File: config.mk
export PLATFORM = sky130hd
export DESIGN_NAME = line_follower_drive
export DESIGN_NICKNAME = d
export VERILOG_FILES = /design/src/hdl/lfd_pkg.sv /design/src/hdl/line_follower_drive.sv
export SDC_FILE = /design/constraint.sdc
export NUM_CORES = 2
export LEC_CHECK = 0
export BUFFER_PORTS_ARGS = -buffer_cell sky130_fd_sc_hd__buf_2
export CAP_MARGIN = 40
export CORE_ASPECT_RATIO = 2
export CORE_MARGIN = 2
export CORE_UTILIZATION = 45
export CTS_CLUSTER_SIZE = 12
export DETAILED_ROUTE_END_ITERATION = 7
export SYNTH_ARGS = -nofsm -noshare
export SYNTH_HDL_FRONTEND = slang
export SYNTH_SLANG_ARGS = --single-unit
export TNS_END_PERCENT = 50
File: constraint.sdc
create_clock -name clock -period 9.6 [get_ports clock]
set_clock_uncertainty 0.15 [all_clocks]
set_input_delay 0.96 -clock clock [delete_from_list [all_inputs] [get_ports clock]]
set_output_delay 0.96 -clock clock [all_outputs]
set_load 0.005 [all_outputs]
File: src/hdl/lfd_pkg.sv
package lfd_pkg;

   localparam int LIGHT_W  = 10;
   localparam int KNOB_W   = 10;
   localparam int DUTY_W   = 8;
   localparam int GAIN_W   = 16;
   localparam int SPEED_W  = 8;
   localparam int OFFSET_W = 10;
   localparam int THRESH_W = 11;

   localparam int CSR_INDEX_W = 3;
   localparam int CSR_DATA_W  = 16;

   localparam logic [CSR_INDEX_W-1:0] CSR_MODE_SELECT   = 3'd0;
   localparam logic [CSR_INDEX_W-1:0] CSR_STEERING_GAIN = 3'd1;
   localparam logic [CSR_INDEX_W-1:0] CSR_LEFT_BASE     = 3'd2;
   localparam logic [CSR_INDEX_W-1:0] CSR_LEFT_SPAN     = 3'd3;
   localparam logic [CSR_INDEX_W-1:0] CSR_RIGHT_BASE    = 3'd4;
   localparam logic [CSR_INDEX_W-1:0] CSR_RIGHT_SPAN    = 3'd5;
   localparam logic [CSR_INDEX_W-1:0] CSR_CALIB_OFFSET  = 3'd6;

   localparam logic MODE_PROPORTIONAL = 1'b0;
   localparam logic MODE_BANG_BANG    = 1'b1;

   localparam logic [GAIN_W-1:0]   GAIN_RESET       = 16'd45;
   localparam logic [SPEED_W-1:0]  LEFT_BASE_RESET  = 8'd35;
   localparam logic [SPEED_W-1:0]  LEFT_SPAN_RESET  = 8'd40;
   localparam logic [SPEED_W-1:0]  RIGHT_BASE_RESET = 8'd50;
   localparam logic [SPEED_W-1:0]  RIGHT_SPAN_RESET = 8'd60;
   localparam logic [OFFSET_W-1:0] OFFSET_RESET     = 10'd150;
   localparam logic [THRESH_W-1:0] THRESH_RESET     = 11'd300;

   // steering product over 10000 as multiply by reciprocal
   localparam int STEER_PROD_W  = LIGHT_W + GAIN_W;
   localparam int STEER_SHIFT   = 40;
   localparam int STEER_RECIP_W = 27;
   localparam longint STEER_DIVISOR = 10000;
   localparam logic [STEER_RECIP_W-1:0] STEER_RECIP =
      STEER_RECIP_W'(((64'd1 << STEER_SHIFT) + STEER_DIVISOR - 1) / STEER_DIVISOR);
   localparam int STEER_FULL_W  = STEER_PROD_W + STEER_RECIP_W;
   localparam int STEER_Q_W     = 13;

   // four fifths as multiply by reciprocal
   localparam int FIFTH_SHIFT   = 13;
   localparam int FIFTH_W       = 22;
   localparam logic [FIFTH_W-1:0] FIFTH_RECIP = FIFTH_W'(((1 << FIFTH_SHIFT) + 4) / 5);

   localparam int KNOB_PROD_W = KNOB_W + SPEED_W;
   localparam int BASE_W      = SPEED_W + 1;
   localparam int DRIVE_W     = 16;

   typedef struct packed {
      logic [LIGHT_W-1:0] left_light;
      logic [LIGHT_W-1:0] right_light;
      logic [KNOB_W-1:0]  speed_knob;
      logic               calibrate;
   } req_word_type;

   typedef struct packed {
      logic [DUTY_W-1:0] left_duty;
      logic              left_reverse;
      logic [DUTY_W-1:0] right_duty;
      logic              right_reverse;
   } rsp_word_type;

endpackage

File: src/hdl/line_follower_drive.sv
// Two-sensor line follower motor drive. Each request word carries two light samples, the
// speed knob and a calibrate flag; each yields one response word with sign/magnitude
// commands for both motors. One word is accepted every cycle unless req_stall holds it;
// its response passes the three register stages behind the input register, which split
// the knob and steering multiplications from their constant reciprocal corrections.
// Calibration updates the threshold at acceptance, so the next word already sees it.
// The user must write registers via csr_ only while idle; the block does not enforce it.
module line_follower_drive (
   input  logic                              clock,
   input  logic                              reset,
   input  logic                              req_valid,
   output logic                              req_stall,
   input  lfd_pkg::req_word_type             req_word,
   output logic                              rsp_valid,
   input  logic                              rsp_stall,
   output lfd_pkg::rsp_word_type             rsp_word,
   input  logic                              csr_wr_en,
   input  logic [lfd_pkg::CSR_INDEX_W-1:0]   csr_index,
   input  logic [lfd_pkg::CSR_DATA_W-1:0]    csr_wdata
);

   function automatic logic [lfd_pkg::DUTY_W:0] drive(input logic signed [lfd_pkg::DRIVE_W-1:0] s);
      logic signed [lfd_pkg::DRIVE_W-1:0] v;
      v = -s;
      if (v > 16'sd255) begin
         v = 16'sd255;
      end else if (v < -16'sd255) begin
         v = -16'sd255;
      end
      if (v >= 16'sd0) begin
         drive = {1'b0, v[lfd_pkg::DUTY_W-1:0]};
      end else begin
         v = -v;
         drive = {1'b1, v[lfd_pkg::DUTY_W-1:0]};
      end
   endfunction

   logic                              mode_ff;
   logic [lfd_pkg::GAIN_W-1:0]        gain_ff;
   logic [lfd_pkg::SPEED_W-1:0]       left_base_ff;
   logic [lfd_pkg::SPEED_W-1:0]       left_span_ff;
   logic [lfd_pkg::SPEED_W-1:0]       right_base_ff;
   logic [lfd_pkg::SPEED_W-1:0]       right_span_ff;
   logic [lfd_pkg::OFFSET_W-1:0]      offset_ff;
   logic [lfd_pkg::THRESH_W-1:0]      thresh_ff;
   logic [lfd_pkg::THRESH_W-1:0]      thresh_in;

   logic adv_a, adv_b, adv_c, adv_d, accept;

   // stage A: input register
   logic                              a_v_ff;
   logic [lfd_pkg::LIGHT_W-1:0]       a_left_ff, a_right_ff;
   logic [lfd_pkg::KNOB_W-1:0]        a_knob_ff;
   logic [lfd_pkg::THRESH_W-1:0]      a_thresh_ff;

   // stage B: products and classification
   logic                              b_v_ff;
   logic [lfd_pkg::KNOB_PROD_W-1:0]   b_lprod_ff, b_rprod_ff, b_lprod_in, b_rprod_in;
   logic [lfd_pkg::STEER_PROD_W-1:0]  b_eprod_ff, b_eprod_in;
   logic [lfd_pkg::LIGHT_W-1:0]       b_abserr_in;
   logic                              b_neg_ff, b_neg_in;
   logic [3:0]                        b_flags_ff, b_flags_in;

   // stage C: base speeds and steering quotient
   logic                              c_v_ff;
   logic [lfd_pkg::BASE_W-1:0]        c_lb_ff, c_rb_ff, c_lb_in, c_rb_in;
   logic [lfd_pkg::STEER_Q_W-1:0]     c_q_ff, c_q_in;
   logic                              c_neg_ff;
   logic [3:0]                        c_flags_ff;
   logic [lfd_pkg::KNOB_PROD_W:0]     c_lsum, c_rsum;
   logic [lfd_pkg::STEER_FULL_W-1:0]  c_full;

   // stage D: response register
   logic                              rsp_valid_ff;
   lfd_pkg::rsp_word_type             rsp_word_ff, rsp_word_in;
   logic signed [lfd_pkg::DRIVE_W-1:0] d_steer, d_sl, d_sr, d_revl, d_revr;
   logic [lfd_pkg::FIFTH_W-1:0]       d_lfifth, d_rfifth;
   logic [lfd_pkg::DUTY_W:0]          d_ldrv, d_rdrv;
   logic                              d_d1, d_d2, d_le1, d_le2;

   assign adv_d     = !rsp_valid_ff || !rsp_stall;
   assign adv_c     = !c_v_ff || adv_d;
   assign adv_b     = !b_v_ff || adv_c;
   assign adv_a     = !a_v_ff || adv_b;
   assign req_stall = !adv_a;
   assign accept    = req_valid && adv_a;

   always_ff @(posedge clock) begin
      if (reset) begin
         mode_ff       <= lfd_pkg::MODE_PROPORTIONAL;
         gain_ff       <= lfd_pkg::GAIN_RESET;
         left_base_ff  <= lfd_pkg::LEFT_BASE_RESET;
         left_span_ff  <= lfd_pkg::LEFT_SPAN_RESET;
         right_base_ff <= lfd_pkg::RIGHT_BASE_RESET;
         right_span_ff <= lfd_pkg::RIGHT_SPAN_RESET;
         offset_ff     <= lfd_pkg::OFFSET_RESET;
      end else if (csr_wr_en) begin
         case (csr_index)
            lfd_pkg::CSR_MODE_SELECT:   mode_ff       <= csr_wdata[0];
            lfd_pkg::CSR_STEERING_GAIN: gain_ff       <= csr_wdata;
            lfd_pkg::CSR_LEFT_BASE:     left_base_ff  <= csr_wdata[lfd_pkg::SPEED_W-1:0];
            lfd_pkg::CSR_LEFT_SPAN:     left_span_ff  <= csr_wdata[lfd_pkg::SPEED_W-1:0];
            lfd_pkg::CSR_RIGHT_BASE:    right_base_ff <= csr_wdata[lfd_pkg::SPEED_W-1:0];
            lfd_pkg::CSR_RIGHT_SPAN:    right_span_ff <= csr_wdata[lfd_pkg::SPEED_W-1:0];
            lfd_pkg::CSR_CALIB_OFFSET:  offset_ff     <= csr_wdata[lfd_pkg::OFFSET_W-1:0];
            default: ;
         endcase
      end
   end

   always_comb begin
      logic [lfd_pkg::LIGHT_W:0] sum;
      sum = {1'b0, req_word.left_light} + {1'b0, req_word.right_light};
      thresh_in = thresh_ff;
      if (req_word.calibrate) begin
         thresh_in = {1'b0, sum[lfd_pkg::LIGHT_W:1]} + {1'b0, offset_ff};
      end
   end

   always_ff @(posedge clock) begin
      if (reset) begin
         thresh_ff <= lfd_pkg::THRESH_RESET;
      end else if (accept) begin
         thresh_ff <= thresh_in;
      end
   end

   always_ff @(posedge clock) begin
      if (reset) begin
         a_v_ff <= 1'b0;
      end else if (adv_a) begin
         a_v_ff <= req_valid;
      end
   end

   always_ff @(posedge clock) begin
      if (accept) begin
         a_left_ff   <= req_word.left_light;
         a_right_ff  <= req_word.right_light;
         a_knob_ff   <= req_word.speed_knob;
         a_thresh_ff <= thresh_in;
      end
   end

   always_comb begin
      b_lprod_in  = lfd_pkg::KNOB_PROD_W'(a_knob_ff) * lfd_pkg::KNOB_PROD_W'(left_span_ff);
      b_rprod_in  = lfd_pkg::KNOB_PROD_W'(a_knob_ff) * lfd_pkg::KNOB_PROD_W'(right_span_ff);
      b_neg_in    = a_left_ff < a_right_ff;
      b_abserr_in = b_neg_in ? a_right_ff - a_left_ff : a_left_ff - a_right_ff;
      b_eprod_in  = lfd_pkg::STEER_PROD_W'(b_abserr_in) * lfd_pkg::STEER_PROD_W'(gain_ff);
      b_flags_in  = {{1'b0, a_left_ff} >= a_thresh_ff,
                     {1'b0, a_right_ff} >= a_thresh_ff,
                     {1'b0, a_left_ff} <= a_thresh_ff,
                     {1'b0, a_right_ff} <= a_thresh_ff};
   end

   always_ff @(posedge clock) begin
      if (reset) begin
         b_v_ff <= 1'b0;
      end else if (adv_b) begin
         b_v_ff <= a_v_ff;
      end
   end

   always_ff @(posedge clock) begin
      if (adv_b) begin
         b_lprod_ff <= b_lprod_in;
         b_rprod_ff <= b_rprod_in;
         b_eprod_ff <= b_eprod_in;
         b_neg_ff   <= b_neg_in;
         b_flags_ff <= b_flags_in;
      end
   end

   always_comb begin
      c_lsum  = (lfd_pkg::KNOB_PROD_W+1)'(b_lprod_ff) + (lfd_pkg::KNOB_PROD_W+1)'(b_lprod_ff >> 10)
                + (lfd_pkg::KNOB_PROD_W+1)'(1);
      c_rsum  = (lfd_pkg::KNOB_PROD_W+1)'(b_rprod_ff) + (lfd_pkg::KNOB_PROD_W+1)'(b_rprod_ff >> 10)
                + (lfd_pkg::KNOB_PROD_W+1)'(1);
      c_lb_in = lfd_pkg::BASE_W'(left_base_ff) + c_lsum[lfd_pkg::KNOB_PROD_W:10];
      c_rb_in = lfd_pkg::BASE_W'(right_base_ff) + c_rsum[lfd_pkg::KNOB_PROD_W:10];
      c_full  = lfd_pkg::STEER_FULL_W'(b_eprod_ff) * lfd_pkg::STEER_FULL_W'(lfd_pkg::STEER_RECIP);
      c_q_in  = c_full[lfd_pkg::STEER_SHIFT +: lfd_pkg::STEER_Q_W];
   end

   always_ff @(posedge clock) begin
      if (reset) begin
         c_v_ff <= 1'b0;
      end else if (adv_c) begin
         c_v_ff <= b_v_ff;
      end
   end

   always_ff @(posedge clock) begin
      if (adv_c) begin
         c_lb_ff    <= c_lb_in;
         c_rb_ff    <= c_rb_in;
         c_q_ff     <= c_q_in;
         c_neg_ff   <= b_neg_ff;
         c_flags_ff <= b_flags_ff;
      end
   end

   always_comb begin
      {d_d1, d_d2, d_le1, d_le2} = c_flags_ff;
      d_steer  = lfd_pkg::DRIVE_W'(c_q_ff);
      if (c_neg_ff) begin
         d_steer = -d_steer;
      end
      d_lfifth = lfd_pkg::FIFTH_W'({c_lb_ff, 2'b00}) * lfd_pkg::FIFTH_RECIP;
      d_rfifth = lfd_pkg::FIFTH_W'({c_rb_ff, 2'b00}) * lfd_pkg::FIFTH_RECIP;
      d_revl   = -lfd_pkg::DRIVE_W'(d_lfifth[lfd_pkg::FIFTH_W-1:lfd_pkg::FIFTH_SHIFT]);
      d_revr   = -lfd_pkg::DRIVE_W'(d_rfifth[lfd_pkg::FIFTH_W-1:lfd_pkg::FIFTH_SHIFT]);
      d_sl     = d_revl;
      d_sr     = d_revr;
      if (mode_ff == lfd_pkg::MODE_PROPORTIONAL) begin
         if (d_d1 || d_d2) begin
            d_sl = lfd_pkg::DRIVE_W'(c_lb_ff) + d_steer;
            d_sr = lfd_pkg::DRIVE_W'(c_rb_ff) - d_steer;
         end
      end else begin
         if (d_d1 && d_d2) begin
            d_sl = lfd_pkg::DRIVE_W'(c_lb_ff);
            d_sr = lfd_pkg::DRIVE_W'(c_rb_ff);
         end else if (d_le1 && d_d2) begin
            d_sl = lfd_pkg::DRIVE_W'(c_lb_ff);
            d_sr = '0;
         end else if (d_d1 && d_le2) begin
            d_sl = '0;
            d_sr = lfd_pkg::DRIVE_W'(c_rb_ff);
         end
      end
      d_ldrv = drive(d_sl);
      d_rdrv = drive(d_sr);
      rsp_word_in.left_duty     = d_ldrv[lfd_pkg::DUTY_W-1:0];
      rsp_word_in.left_reverse  = d_ldrv[lfd_pkg::DUTY_W];
      rsp_word_in.right_duty    = d_rdrv[lfd_pkg::DUTY_W-1:0];
      rsp_word_in.right_reverse = d_rdrv[lfd_pkg::DUTY_W];
   end

   always_ff @(posedge clock) begin
      if (reset) begin
         rsp_valid_ff <= 1'b0;
      end else if (adv_d) begin
         rsp_valid_ff <= c_v_ff;
      end
   end

   always_ff @(posedge clock) begin
      if (adv_d) begin
         rsp_word_ff <= rsp_word_in;
      end
   end

   assign rsp_valid = rsp_valid_ff;
   assign rsp_word  = rsp_word_ff;

   a_stall_full: assert property (@(posedge clock) disable iff (reset)
      req_stall |-> (a_v_ff && b_v_ff && c_v_ff && rsp_valid_ff))
      else $error("request stalled with a bubble in the pipeline");

   a_thresh_hold: assert property (@(posedge clock) disable iff (reset)
      !accept |=> $stable(thresh_ff))
      else $error("threshold changed without an accepted word");

   a_rsp_source: assert property (@(posedge clock) disable iff (reset)
      $rose(rsp_valid) |-> $past(c_v_ff))
      else $error("response valid without a word in the last stage");

   a_zero_fwd: assert property (@(posedge clock) disable iff (reset)
      (rsp_valid && rsp_word.left_duty == '0) |-> !rsp_word.left_reverse)
      else $error("left reverse set at zero duty");

endmodule

==> run metrics <==
remaining routing DRC violations 0; final period utilization 94.7%; Pre-Repair DR Iteration Count 6; htree depth 1; CP max stage cell edfxtp_1; Worst path top cell family by delay simple AND/OR/NAND/NOR gates; initial DRC count 1066; flop-to-flop setup slack 0.51 ns; clock buffer depth 3; cts bufs inserted 27; Tightest Pin Transition 0.900 ns; clk sinks 236; WL/cell 19.8 microns; HP Class register to register; first-pass GRT wire length 168 mm; unrepaired setup endpoints after global routing false; row count 154; gpl congestion 0.970; core box area 87900 sq um; Hold Fails Final Rpt 0; syn nets 5423; Bufs and invs on worst path 5; outcome completed; diode count 0; Cell variety after synth 93; most common cell after layout, fill and taps aside inv_1; area grow syn2layout 6.48%; final setup vio count 0; input/output buffers 74; asr flop ratio synth 0%; Max-Cap Viols 0; antenna violations before repair 0; die area 91000 sq um; register area share after synthesis 15.9%; TritonCTS clock tree yes; Achievable Freq 0.110 GHz; CP Launch Type register; Mapped Area 39800 sq um; Worst Setup Path Type register to register; GR Util All Layers 23.9%; Die X 214 microns; CP peak stage delay 0.59 ns; Gate Count Post-Synth 4198; Warnings, synthesis 0; max-slew violations 0; CP required 9.91 ns; ratio of cells with drive above 1 in the final layout 4.77%; most frequent cells in the layout 888 x inv_1, 605 x ha_1, 565 x fa_1, 400 x nand2_1, 179 x a21oi_1; GR Overflow Total 0; clk root buf clkbuf_16; ANT nets after route 0; crit path capture type register; Post-synth EDFFs 162; clk_lat worst skew 0.62 ns; vias in the first global route 31656; syn_area_per_cell 9.49 sq um; HPWL Detailed 92.8 mm; I/O pin cnt 75; NumNets Final 5456; Worst-path clk slew 0.07 ns; final wirelength 107 mm; synthesis-stage register bit count 236; Fin Setup TNS 0 ns; vias 28892; Die Y-Extent 425 microns; critical path peak fanout 11; initial core utilization 45.3%; vias per cell 5.33; ys flop type edfxtp_1; Slew Limit Headroom 39.8%; crit path time final 9.09 ns; largest net degree at the start of global routing 57; CP arrival 9.41 ns
per-stage QoR:
step / hold WS, ns / worst slack [ns] / instance area [sq um] / std cells / util [%]
after floorplan: 0.250 / 0.894 / 39800 / 4198 / -
after global placement: 0.297 / 0.405 / 41400 / 5369 / 47.2
after detailed placement: 0.297 / 0.307 / 41500 / 5371 / 47.2
after CTS: 0.280 / 0.309 / 42400 / 5421 / 48.2
after global routing: 0.307 / 0.0104 / 42400 / 5422 / 48.3
final: 0.290 / 0.506 / 42400 / 5422 / 48.3
kinds of logic after synthesis:
| group | count (synthesis) | share of synthesized area, % |
|---|---|---|
| compound gates | 587 | 9.94 |
| simple gates | 1005 | 12.3 |
| fa+ha+maj | 1170 | 47.4 |
| buf+inv | 980 | 9.29 |
| mux | 42 | 1.12 |
| xor+xnor | 178 | 3.95 |
| flops | 236 | 15.9 |
final timing paths:
kind                                  from      endpoint  depth (start not counted)
worst max-delay path            c_lb_ff[1]  rsp_word[16]                         31
worst min-delay path                c_v_ff     rsp_valid                          2
worst min register to register      c_v_ff     rsp_valid                          2
worst max register to register  c_lb_ff[1]  rsp_word[16]                         31
registers in the layout, summed over array words and instances (netlist names), 11 cells and up:
signal / cells
a_thresh_ff: 11
b_eprod_ff: 26
c_q_ff: 13
rsp_word: 18
gain_ff: 16
b_rprod_ff: 18
thresh_ff: 11
b_lprod_ff: 18
cell usage after synthesis (74+ instances only):
cell	instances	area share, %
fa_1	565	28
clkbuf_1	80	0.75
o21ai_0	98	1.2
xnor2_1	130	2.9
and2_1	154	2.4
ha_1	605	19
dfxtp_1	74	3.7
nor2_1	153	1.4
edfxtp_1	162	12
nand2_1	401	3.8
inv_1	888	8.4
a21oi_1	179	2.2
worst min-delay path: stages, from the launching register on:
cell and delay [ns]:
dfxtp_1 0.32, a21oi_1 0.04, nor2_1 0.07
final cells by class:
| class | count | area [sq um] |
|---|---|---|
| fillers | 8558 | 45500 |
| multi-input cells | 2982 | 29800 |
| flip-flops and latches | 236 | 6350 |
| inverters | 889 | 3340 |
| well taps | 1170 | 1460 |
| clock buffers | 41 | 791 |
| repair buffers | 95 | 548 |
| clock inverters | 9 | 97.6 |
metal layers:
metal,GRT usage (%),wire length [microns],share of wire (%)
met5,0,0,0
met4,18.3,9690,9.0
met3,2.15,2940,2.7
met2,48.9,61200,57
met1,21.0,33300,31
repair_timing:
item	4_1_cts	5_1_grt
setup endpoints to repair	0	3
hold buffers	0	0
setup buffers	0	1
gates resized for setup	0	5
Power is left out: the tool's default activity adds up to more than one toggle a clock period on the data nets, which glitch-free logic cannot reach.
